**config.mk**
```make
export PLATFORM = sky130hd
export DESIGN_NAME = postfix_stack_evaluator
export DESIGN_NICKNAME = d
export VERILOG_FILES = /design/src/rtl/psev_pkg.sv /design/src/rtl/psev_muldiv.sv /design/src/rtl/psev_datapath.sv /design/src/rtl/psev_ctrl.sv /design/src/rtl/postfix_stack_evaluator.sv
export SDC_FILE = /design/constraint.sdc
export NUM_CORES = 2
export LEC_CHECK = 0
export BUFFER_PORTS_ARGS = -buffer_cell sky130_fd_sc_hd__buf_4
export CAP_MARGIN = 20
export CORE_MARGIN = 3
export CORE_UTILIZATION = 55
export CTS_CLUSTER_DIAMETER = 80
export DETAILED_ROUTE_END_ITERATION = 8
export PLACE_DENSITY = 0.75
export SLEW_MARGIN = 20
export SYNTH_ARGS = -nofsm -noshare
export SYNTH_HDL_FRONTEND = slang
export SYNTH_HIERARCHICAL = 1
export SYNTH_SLANG_ARGS = --single-unit
```
**constraint.sdc**
```tcl
create_clock -name clk -period 9.5 [get_ports clk]
set_input_delay 2.85 -clock clk [delete_from_list [all_inputs] [get_ports clk]]
set_output_delay 2.85 -clock clk [all_outputs]
set_load 0.05 [all_outputs]
```
**src/rtl/psev_pkg.sv**
```systemverilog
`default_nettype none

package psev_pkg;

    localparam int STACK_DEPTH = 32;
    localparam int DATA_WIDTH  = 32;
    localparam int FIELD_W     = 32;

    localparam int IDX_W = $clog2(STACK_DEPTH);
    localparam int SP_W  = $clog2(STACK_DEPTH + 1);
    localparam int CNT_W = $clog2(DATA_WIDTH);

    typedef enum logic [1:0] {
        TOK_NUMBER   = 2'd0,
        TOK_OPERATOR = 2'd1,
        TOK_END      = 2'd2
    } token_t;

    typedef enum logic [1:0] {
        OP_ADD = 2'd0,
        OP_SUB = 2'd1,
        OP_MUL = 2'd2,
        OP_DIV = 2'd3
    } op_t;

    typedef enum logic [1:0] {
        ST_OK    = 2'd0,
        ST_UNDER = 2'd1,
        ST_OVER  = 2'd2,
        ST_DIVZ  = 2'd3
    } status_t;

    typedef struct packed {
        logic    push;
        logic    set_err;
        status_t err_code;
        logic    rd_en;
        logic    rd_next;
        logic    latch_op;
        logic    latch_right;
        logic    addsub_wb;
        logic    md_start;
        logic    md_wb;
        logic    emit;
    } psev_cmd_t;

    typedef struct packed {
        logic err_pending;
        logic full;
        logic lt2;
        logic right_zero;
        logic op_muldiv;
        logic op_div;
        logic md_done;
    } psev_stat_t;

    // Sign-extends or truncates a number token to the stack word.
    function automatic logic [DATA_WIDTH-1:0] to_data(input logic signed [FIELD_W-1:0] v);
        return DATA_WIDTH'(v);
    endfunction

    // The low bits of a stack word, zero-extended when the word is narrower.
    function automatic logic [FIELD_W-1:0] to_result(input logic [DATA_WIDTH-1:0] d);
        return FIELD_W'(d);
    endfunction

endpackage

`default_nettype wire

```
**src/rtl/psev_muldiv.sv**
```systemverilog
`default_nettype none

module psev_muldiv (
    input  wire logic                           clk,
    input  wire logic                           rst_n,
    input  wire logic                           start,
    input  wire logic                           is_div,
    input  wire logic [psev_pkg::DATA_WIDTH-1:0] a,
    input  wire logic [psev_pkg::DATA_WIDTH-1:0] b,
    output logic                                done,
    output logic [psev_pkg::DATA_WIDTH-1:0]      result
);
    import psev_pkg::*;

    logic                  busy_reg, busy_next;
    logic                  done_reg, done_next;
    logic [CNT_W-1:0]      cnt_reg, cnt_next;
    logic                  div_reg, div_next;
    logic                  neg_reg, neg_next;
    logic [DATA_WIDTH-1:0] a_reg, a_next;
    logic [DATA_WIDTH-1:0] b_reg, b_next;
    logic [DATA_WIDTH-1:0] acc_reg, acc_next;

    logic [DATA_WIDTH-1:0] mag_a, mag_b;
    logic [DATA_WIDTH:0]   trial, diff;

    assign mag_a = a[DATA_WIDTH-1] ? (~a + DATA_WIDTH'(1)) : a;
    assign mag_b = b[DATA_WIDTH-1] ? (~b + DATA_WIDTH'(1)) : b;

    // Restoring division: acc holds the partial remainder, b shifts the
    // dividend out at the top and the quotient in at the bottom.
    assign trial = {acc_reg, b_reg[DATA_WIDTH-1]};
    assign diff  = trial - {1'b0, a_reg};

    always_comb
    begin
        busy_next = busy_reg;
        done_next = 1'b0;
        cnt_next  = cnt_reg;
        div_next  = div_reg;
        neg_next  = neg_reg;
        a_next    = a_reg;
        b_next    = b_reg;
        acc_next  = acc_reg;
        if (start)
        begin
            busy_next = 1'b1;
            cnt_next  = CNT_W'(DATA_WIDTH - 1);
            div_next  = is_div;
            neg_next  = a[DATA_WIDTH-1] ^ b[DATA_WIDTH-1];
            acc_next  = '0;
            if (is_div)
            begin
                a_next = mag_b;
                b_next = mag_a;
            end
            else
            begin
                a_next = a;
                b_next = b;
            end
        end
        else if (busy_reg)
        begin
            if (div_reg)
            begin
                if (!diff[DATA_WIDTH])
                begin
                    acc_next = diff[DATA_WIDTH-1:0];
                    b_next   = {b_reg[DATA_WIDTH-2:0], 1'b1};
                end
                else
                begin
                    acc_next = trial[DATA_WIDTH-1:0];
                    b_next   = {b_reg[DATA_WIDTH-2:0], 1'b0};
                end
            end
            else
            begin
                if (b_reg[0])
                begin
                    acc_next = acc_reg + a_reg;
                end
                a_next = {a_reg[DATA_WIDTH-2:0], 1'b0};
                b_next = {1'b0, b_reg[DATA_WIDTH-1:1]};
            end
            if (cnt_reg == '0)
            begin
                busy_next = 1'b0;
                done_next = 1'b1;
            end
            else
            begin
                cnt_next = cnt_reg - CNT_W'(1);
            end
        end
    end

    always_ff @(posedge clk or negedge rst_n)
    begin
        if (!rst_n)
        begin
            busy_reg <= 1'b0;
            done_reg <= 1'b0;
        end
        else
        begin
            busy_reg <= busy_next;
            done_reg <= done_next;
        end
    end

    always_ff @(posedge clk)
    begin
        cnt_reg <= cnt_next;
        div_reg <= div_next;
        neg_reg <= neg_next;
        a_reg   <= a_next;
        b_reg   <= b_next;
        acc_reg <= acc_next;
    end

    assign done   = done_reg;
    assign result = !div_reg ? acc_reg :
                    (neg_reg ? (~b_reg + DATA_WIDTH'(1)) : b_reg);

endmodule

`default_nettype wire

```
**src/rtl/psev_datapath.sv**
```systemverilog
`default_nettype none

module psev_datapath (
    input  wire logic                         clk,
    input  wire logic                         rst_n,
    input  wire psev_pkg::psev_cmd_t          cmd,
    output psev_pkg::psev_stat_t              stat,
    input  wire logic signed [psev_pkg::FIELD_W-1:0] number_value,
    input  wire logic [1:0]                   operator_code,
    output logic signed [psev_pkg::FIELD_W-1:0] result_value,
    output logic [1:0]                        status
);
    import psev_pkg::*;

    logic [DATA_WIDTH-1:0] mem [STACK_DEPTH];

    logic [SP_W-1:0]       sp_reg;
    status_t               err_reg;
    op_t                   op_reg;
    logic [DATA_WIDTH-1:0] right_reg;
    logic [DATA_WIDTH-1:0] rd_data_reg;
    logic [FIELD_W-1:0]    result_reg;
    status_t               status_reg;

    logic [SP_W-1:0]       sp_m1, sp_m2;
    logic [IDX_W-1:0]      rd_addr, wr_addr;
    logic                  wr_en;
    logic [DATA_WIDTH-1:0] wr_data, addsub, md_result;
    logic                  md_done;
    logic                  no_value;

    assign sp_m1   = sp_reg - SP_W'(1);
    assign sp_m2   = sp_reg - SP_W'(2);
    assign rd_addr = cmd.rd_next ? sp_m2[IDX_W-1:0] : sp_m1[IDX_W-1:0];

    // The left operand sits in the read register when add or subtract retires.
    assign addsub = (op_reg == OP_SUB) ? (rd_data_reg - right_reg) : (rd_data_reg + right_reg);

    assign wr_en   = cmd.push | cmd.addsub_wb | cmd.md_wb;
    assign wr_addr = cmd.push ? sp_reg[IDX_W-1:0] : sp_m2[IDX_W-1:0];
    assign wr_data = cmd.push ? to_data(number_value) : (cmd.addsub_wb ? addsub : md_result);

    psev_muldiv u_muldiv (
        .clk    (clk),
        .rst_n  (rst_n),
        .start  (cmd.md_start),
        .is_div (op_reg == OP_DIV),
        .a      (rd_data_reg),
        .b      (right_reg),
        .done   (md_done),
        .result (md_result)
    );

    always_ff @(posedge clk)
    begin
        if (wr_en)
        begin
            mem[wr_addr] <= wr_data;
        end
        if (cmd.rd_en)
        begin
            rd_data_reg <= mem[rd_addr];
        end
    end

    always_ff @(posedge clk or negedge rst_n)
    begin
        if (!rst_n)
        begin
            sp_reg  <= '0;
            err_reg <= ST_OK;
        end
        else if (cmd.emit)
        begin
            sp_reg  <= '0;
            err_reg <= ST_OK;
        end
        else
        begin
            if (cmd.push)
            begin
                sp_reg <= sp_reg + SP_W'(1);
            end
            else if (cmd.addsub_wb || cmd.md_wb)
            begin
                sp_reg <= sp_m1;
            end
            if (cmd.set_err)
            begin
                err_reg <= cmd.err_code;
            end
        end
    end

    assign no_value = (err_reg != ST_OK) || (sp_reg == '0);

    always_ff @(posedge clk)
    begin
        if (cmd.latch_op)
        begin
            op_reg <= op_t'(operator_code);
        end
        if (cmd.latch_right)
        begin
            right_reg <= rd_data_reg;
        end
        if (cmd.emit)
        begin
            result_reg <= no_value ? '0 : to_result(rd_data_reg);
            if (err_reg != ST_OK)
            begin
                status_reg <= err_reg;
            end
            else if (sp_reg == '0)
            begin
                status_reg <= ST_UNDER;
            end
            else
            begin
                status_reg <= ST_OK;
            end
        end
    end

    assign stat.err_pending = (err_reg != ST_OK);
    assign stat.full        = (sp_reg == SP_W'(STACK_DEPTH));
    assign stat.lt2         = (sp_reg < SP_W'(2));
    assign stat.right_zero  = (right_reg == '0);
    assign stat.op_muldiv   = (op_reg == OP_MUL) || (op_reg == OP_DIV);
    assign stat.op_div      = (op_reg == OP_DIV);
    assign stat.md_done     = md_done;

    assign result_value = result_reg;
    assign status       = status_reg;

endmodule

`default_nettype wire

```
**src/rtl/psev_ctrl.sv**
```systemverilog
`default_nettype none

module psev_ctrl (
    input  wire logic                 clk,
    input  wire logic                 rst_n,
    input  wire logic                 req_valid,
    input  wire logic [1:0]           req_type,
    output logic                      req_ready,
    output logic                      res_valid,
    input  wire logic                 res_ready,
    input  wire psev_pkg::psev_stat_t stat,
    output psev_pkg::psev_cmd_t       cmd
);
    import psev_pkg::*;

    typedef enum logic [2:0] {
        S_IDLE,
        S_RD_LEFT,
        S_EXEC,
        S_WAIT_MD,
        S_END_OUT
    } state_t;

    state_t state_reg, state_next;
    logic   res_valid_reg, res_valid_next;
    logic   accept, out_free;

    assign req_ready = (state_reg == S_IDLE);
    assign accept    = req_valid && req_ready;
    assign out_free  = !res_valid_reg || res_ready;

    always_comb
    begin
        cmd            = '0;
        cmd.err_code   = ST_OK;
        state_next     = state_reg;
        res_valid_next = res_valid_reg && !res_ready;
        case (state_reg)
            S_IDLE:
            begin
                if (accept)
                begin
                    case (req_type)
                        TOK_NUMBER:
                        begin
                            if (!stat.err_pending)
                            begin
                                if (stat.full)
                                begin
                                    cmd.set_err  = 1'b1;
                                    cmd.err_code = ST_OVER;
                                end
                                else
                                begin
                                    cmd.push = 1'b1;
                                end
                            end
                        end
                        TOK_OPERATOR:
                        begin
                            if (!stat.err_pending)
                            begin
                                if (stat.lt2)
                                begin
                                    cmd.set_err  = 1'b1;
                                    cmd.err_code = ST_UNDER;
                                end
                                else
                                begin
                                    cmd.latch_op = 1'b1;
                                    cmd.rd_en    = 1'b1;
                                    state_next   = S_RD_LEFT;
                                end
                            end
                        end
                        TOK_END:
                        begin
                            // The top is fetched even if it will not be shown.
                            cmd.rd_en  = 1'b1;
                            state_next = S_END_OUT;
                        end
                        default:
                        begin
                        end
                    endcase
                end
            end
            S_RD_LEFT:
            begin
                cmd.latch_right = 1'b1;
                cmd.rd_en       = 1'b1;
                cmd.rd_next     = 1'b1;
                state_next      = S_EXEC;
            end
            S_EXEC:
            begin
                if (!stat.op_muldiv)
                begin
                    cmd.addsub_wb = 1'b1;
                    state_next    = S_IDLE;
                end
                else if (stat.op_div && stat.right_zero)
                begin
                    cmd.set_err  = 1'b1;
                    cmd.err_code = ST_DIVZ;
                    state_next   = S_IDLE;
                end
                else
                begin
                    cmd.md_start = 1'b1;
                    state_next   = S_WAIT_MD;
                end
            end
            S_WAIT_MD:
            begin
                if (stat.md_done)
                begin
                    cmd.md_wb  = 1'b1;
                    state_next = S_IDLE;
                end
            end
            S_END_OUT:
            begin
                if (out_free)
                begin
                    cmd.emit       = 1'b1;
                    res_valid_next = 1'b1;
                    state_next     = S_IDLE;
                end
            end
            default:
            begin
                state_next = S_IDLE;
            end
        endcase
    end

    always_ff @(posedge clk or negedge rst_n)
    begin
        if (!rst_n)
        begin
            state_reg     <= S_IDLE;
            res_valid_reg <= 1'b0;
        end
        else
        begin
            state_reg     <= state_next;
            res_valid_reg <= res_valid_next;
        end
    end

    assign res_valid = res_valid_reg;

endmodule

`default_nettype wire

```
**src/rtl/postfix_stack_evaluator.sv**
```systemverilog
// Channel   Signals                                        Beat taken when
// req       req_valid req_ready req_type number_value      req_valid && req_ready
//           operator_code
// res       res_valid res_ready result_value status        res_valid && res_ready
//
// A number token is handled as it is taken. Add and subtract go through S_RD_LEFT
// and S_EXEC; multiply and divide then wait in S_WAIT_MD on the shift unit,
// which handles one bit per cycle. An operator that meets a pending error or too
// few operands is dropped as it is taken, and a divide by zero stops in S_EXEC.
// An end token waits in S_END_OUT until the result register is free.
// The operand stack sits in a single-port-read memory, so operands come out
// one per cycle. Reset empties the stack at once; the stored words need no clearing.
// A stalled result holds its register, and tokens keep being taken behind it
// until the next end token arrives.
`default_nettype none

module postfix_stack_evaluator (
    input  wire logic                                  clk,
    input  wire logic                                  rst_n,
    input  wire logic                                  req_valid,
    output logic                                       req_ready,
    input  wire logic [1:0]                            req_type,
    input  wire logic signed [psev_pkg::FIELD_W-1:0]   number_value,
    input  wire logic [1:0]                            operator_code,
    output logic                                       res_valid,
    input  wire logic                                  res_ready,
    output logic signed [psev_pkg::FIELD_W-1:0]        result_value,
    output logic [1:0]                                 status
);
    import psev_pkg::*;

    psev_cmd_t  cmd;
    psev_stat_t stat;

    psev_ctrl u_ctrl (
        .clk       (clk),
        .rst_n     (rst_n),
        .req_valid (req_valid),
        .req_type  (req_type),
        .req_ready (req_ready),
        .res_valid (res_valid),
        .res_ready (res_ready),
        .stat      (stat),
        .cmd       (cmd)
    );

    psev_datapath u_datapath (
        .clk           (clk),
        .rst_n         (rst_n),
        .cmd           (cmd),
        .stat          (stat),
        .number_value  (number_value),
        .operator_code (operator_code),
        .result_value  (result_value),
        .status        (status)
    );

endmodule

`default_nettype wire

```
* Word-level counts from Yosys, hierarchy flattened
Memory sizes are Yosys's and may differ from the RTL's. A register that Yosys moved wholly into a read port is not among the register bits.
Cells that the tools add are included.
** Operators by class
- Add/subtract/negate cells :: 11
- $mul :: 0
- Divide/modulo/power cells :: 0
- Magnitude comparators :: 1
- Equality and inequality tests :: 17
- Shift-type cells :: 0
- Muxes and demuxes :: 75
- Bitwise operators :: 7
- Reduce and logical (&&, ||, !) cells :: 23
** Operator list (count)
- $mux W32 :: 18
- $add A32 B1 Y32 const B :: 3
- $not A32 Y32 :: 3
- $add A32 B32 Y32 :: 2
- $sub A33 B32 Y33 :: 1
- $logic_not A32 Y1 :: 1
- $sub A32 B32 Y32 :: 1
- $mux W1 :: 28
- $mux W3 :: 9
- $mux W6 :: 3
- $pmux W3 S2 :: 3
- $mux W5 :: 3
- $pmux W3 S5 :: 1
- $mux W2 :: 6
- $ne A3 B3 Y1 const B :: 3
- $mux W4 :: 2
- $reduce_bool A2 Y1 :: 4
- $add A6 B1 Y6 const B :: 1
- $eq A2 B2 Y1 const B :: 3
- $eq A3 B2 Y1 const B :: 2
- $eq A6 B6 Y1 const B :: 1
- $logic_not A6 Y1 :: 1
- $lt A6 B2 Y1 const B :: 1
- $reduce_and A2 Y1 :: 3
- 20 further kinds :: 31
** Storage, ports and cells
- Bits in registers :: 185
- Latch bits :: 0
- Bits in writable memories :: 1024
- Bits in read-only memories :: 0
- Output and inout bits :: 36
- Word-level logic and storage cells :: 151
- Memories :: 1
** Memories
- u_datapath.mem :: words 32, bits a word 32, read ports 1, clocked after memory_dff 1, wr ports 1, line psev_datapath.sv:15 : logic [DATA_WIDTH-1:0] mem [STACK_DEPTH];

* Logic depth before layout (Yosys ltp)
- Word-level depth :: 10
- Gate-level depth with buffers :: 20
- Depth with buffers taken out :: 19

* Modules after synthesis
Netlist, hierarchy kept.
** Modules (own cells, without submodules)
- psev_datapath :: times used 1, cells each 2370, area each 46039.2 sq um
- psev_muldiv :: times used 1, cells each 1363, area each 10801.6 sq um
- psev_ctrl :: times used 1, cells each 52, area each 430.4 sq um

* Worst setup path before layout
OpenSTA, ideal clock, no wires.
- Kind :: input-to-reg
- Start point :: input req_type[1]
- End point :: register u_datapath.rd_data_reg[0] (read register of u_datapath.mem) (enable)
- Arrival :: 6.269 ns
- Required time :: 8.999 ns
- Setup slack :: 2.729 ns
- Stages on the path :: 4
- Buffers on the path :: 0
- Path through :: inv_1 ha_1 a211oi_1 nor4_1
** RTL lines
- start, declared :: line postfix_stack_evaluator.sv:22 : input wire logic [1:0] req_type,
- end, declared :: line psev_datapath.sv:21 : logic [DATA_WIDTH-1:0] rd_data_reg;

==> results.json <==
{
  "layout.cells.most_common": "edfxtp_1",
  "clock_path_buffers": 3,
  "drc": 0,
  "htreeDepth": 3,
  "drive_above_1_share": 0.1934,
  "place_ws_ns": 2.879,
  "crit_fanout": 32,
  "diodes": 0,
  "finalWirelength_microns": 145100,
  "whs_endpoint": "u_datapath/u_muldiv/done$_DFF_PN0_",
  "fin_crit_ns": 6.095,
  "grt_setup_unrepaired": "no",
  "crit_path_top_delay_cell": "clkinv_1",
  "cts_tree": "yes",
  "gp_congestion": 0.9305,
  "clock_sinks": 1241,
  "worst_pin_slew_ns": 1.122,
  "grt_overflow_total": 0,
  "wl_per_cell_microns": 27.25,
  "layout_common_cells": "edfxtp_1 (1190), mux4_2 (256), nand2_1 (226), a21oi_1 (212), o21ai_0 (197)",
  "ys.flop_type": "edfxtp_1",
  "postCtsHoldBufs": 0,
  "largest_register_ffs": 1024,
  "dieArea_sq_um": 108000,
  "cp_slowest_stage_delay_ns": 1.00,
  "timing.final.ws_setup_ns": 3.405,
  "start_kind": "input port",
  "finalMaxSlewViolations": 0,
  "syn_nets": 3935,
  "fin_tns_setup_ns": 0,
  "grt_antenna_before_repair": 2,
  "relSlewSlack": 0.2490,
  "cts.clk_slew.worst_paths_ns": 0.06,
  "placed_area_sq_um": 59910,
  "fin_nets": 4010,
  "async_flop_share": 0.01128,
  "clkLatencyLatePin_ns": 0.74,
  "worstSetupPathType": "input port to register",
  "setup_violations": 0,
  "path_cells": "buf_4 -> nor4b_4 -> nand2b_2 -> nor3b_4 -> clkinv_1 -> nand2_1 -> o221a_2",
  "r2r_setup_slack_ns": 4.12,
  "cts_setup_buffers": 0,
  "hp-class": "register to register",
  "grt_pass1_wl_microns": 216100,
  "synth-edff-count": 1190,
  "port_buffers": 75,
  "holdPathStages": 1,
  "r2r-start": "u_datapath/right_reg[0]$_DFFE_PP_",
  "cts_resized": 0,
  "area_growth_syn_to_layout_pct": 11.76,
  "hpwl_microns": 90340,
  "initial_core_util": 0.5581,
  "vias_per_cell": 6.390,
  "worst-endpoint-required_ns": 9.92,
  "stdcell_count": 5324,
  "r2r-end": "u_datapath/u_muldiv/a_reg[30]$_DFFE_PP_",
  "rr_worst_depth": 16,
  "synth_area_sq_um": 57270,
  "regMostFlops": "u_datapath/mem",
  "status": "finished, final reports clean",
  "dpl.cell_count": 5099,
  "stdcell_area_sq_um": 64000,
  "clockRootBuffer": "clkbuf_16",
  "fp-row-count": 117,
  "first_global_vias": 33270,
  "grt_use_total": 0.2704,
  "drtPass1Iterations": 7,
  "core_area_sq_um": 102600,
  "grt_max_degree": 129,
  "syn_avg_cell_area_sq_um": 15.13,
  "ys_types": 88,
  "cts_buffers": 121,
  "min_from": "u_datapath/u_muldiv/cnt_reg[4]$_SDFFE_PP1P_",
  "die_h_microns": 328.7,
  "die_width_microns": 328.7,
  "boundaryPins": 76,
  "yosys_warnings": 6,
  "drv_cap": 0,
  "skew_ns": 0.07148,
  "dr_total_vias": 34020,
  "synthCells": 3785,
  "hold_viol": 0,
  "min_period_over_period": 0.6416,
  "ys_seq_elements": 1241,
  "drt_iter0_drc": 4286,
  "end_kind": "register",
  "drtAntennaViolNets": 0,
  "ys_seq_area_frac": 0.6430,
  "fmax_mhz": 164.1,
  "critical_path_arrival_ns": 6.51
}
-- cells in the mapped netlist, types with 7 or more instances --
cell,number,area [sq um]
nand2b_1,23,143.9
dfrtp_1,14,350.3
nand2_1,226,848.3
xnor2_1,80,700.7
a31oi_1,23,143.9
mux4_2,256,5766
a211oi_1,24,180.2
and2_1,38,237.7
o21ai_0,217,1086
edfxtp_1,1190,35730
inv_1,91,341.6
a211o_1,9,78.83
and3_1,16,100.1
a21o_1,35,262.8
o21bai_1,9,67.56
dfxtp_1,37,740.7
o41ai_1,16,140.1
nor4_1,18,112.6
buf_2,33,165.2
xor2_1,136,1191
o211ai_1,82,615.6
or3_1,24,150.1
or2_2,8,50.05
nand3_1,36,180.2
o21a_1,16,120.1
ha_1,107,1339
nor2_1,207,777.0
clkbuf_1,125,469.2
o31ai_1,35,262.8
mux2_2,73,822.0
or4_1,8,60.06
nor2b_1,18,112.6
o21ai_1,12,60.06
mux2i_1,123,1231
nor3_1,35,175.2
a221oi_1,7,61.31
a21oi_1,216,1081
nand4_1,9,56.30
buf_1,40,150.1
-- worst max path at each step --
stage                startpoint                             endpoint  slack [ns]  cells past startpoint
finish                req_valid     u_datapath/mem[26][31]$_DFFE_PP_        3.40                      7
global route          req_valid     u_datapath/mem[20][31]$_DFFE_PP_        3.18                      7
CTS                   req_valid       u_datapath/mem[9][8]$_DFFE_PP_        3.63                      6
global placement      req_valid      u_datapath/mem[1][10]$_DFFE_PP_        2.90                      7
floorplan           req_type[1]  u_datapath/rd_data_reg[0]$_DFFE_PP_        2.73                      4
detailed placement    req_valid      u_datapath/mem[17][6]$_DFFE_PP_        2.88                      8
-- per-stage QoR --
stage,utilization,hold slack [ns]
floorplan,-,0.4162
global placement,0.5833,0.4378
detailed placement,0.5838,0.4456
CTS,0.6218,0.4582
global route,0.6237,0.4881
finish,0.6237,0.4510
-- kinds of logic (layout without fill, tap and decap cells) --
group                    after synthesis  count (layout)  synth area share
AO/OA/AOI/OAI                        766             766           0.08302
buffers and inverters                297             468           0.02073
AND/OR/NAND/NOR                      703             703           0.05927
XOR/XNOR                             216             216           0.03303
multiplexers                         452             452            0.1365
flip-flops                          1241            1241            0.6430
adder cells (fa/ha/maj)              110             110           0.02442
-- worst max-delay path: cells and delay by family --
kind                   cells  cell delay [ns]
buffers and inverters      2             1.09
AND/OR/NAND/NOR            4             1.75
AO/OA/AOI/OAI              1             0.77
-- layout make-up --
cell class,instances,area (sq um)
flip-flops and latches,1241,36830
multi-input cells,2247,19850
clock buffers,152,3196
clock inverters,67,708.2
repair buffers,156,1366
inverters,93,350.3
fillers,7211,38620
well taps,1368,1712
-- per-layer routing --
metal | vias to the layer above | global-route usage | share of wire
met2 | 1705 | 0.4284 | 0.47
met4 | 0 | 0.09371 | 0.037
met3 | 258 | 0.04881 | 0.095
met5 | - | 0 | 0
met1 | 17060 | 0.3816 | 0.39
li1 | 15000 | - | -
Power is not shown: default switching activity piles up to over one toggle a cycle in this logic, so the estimate is an artifact.
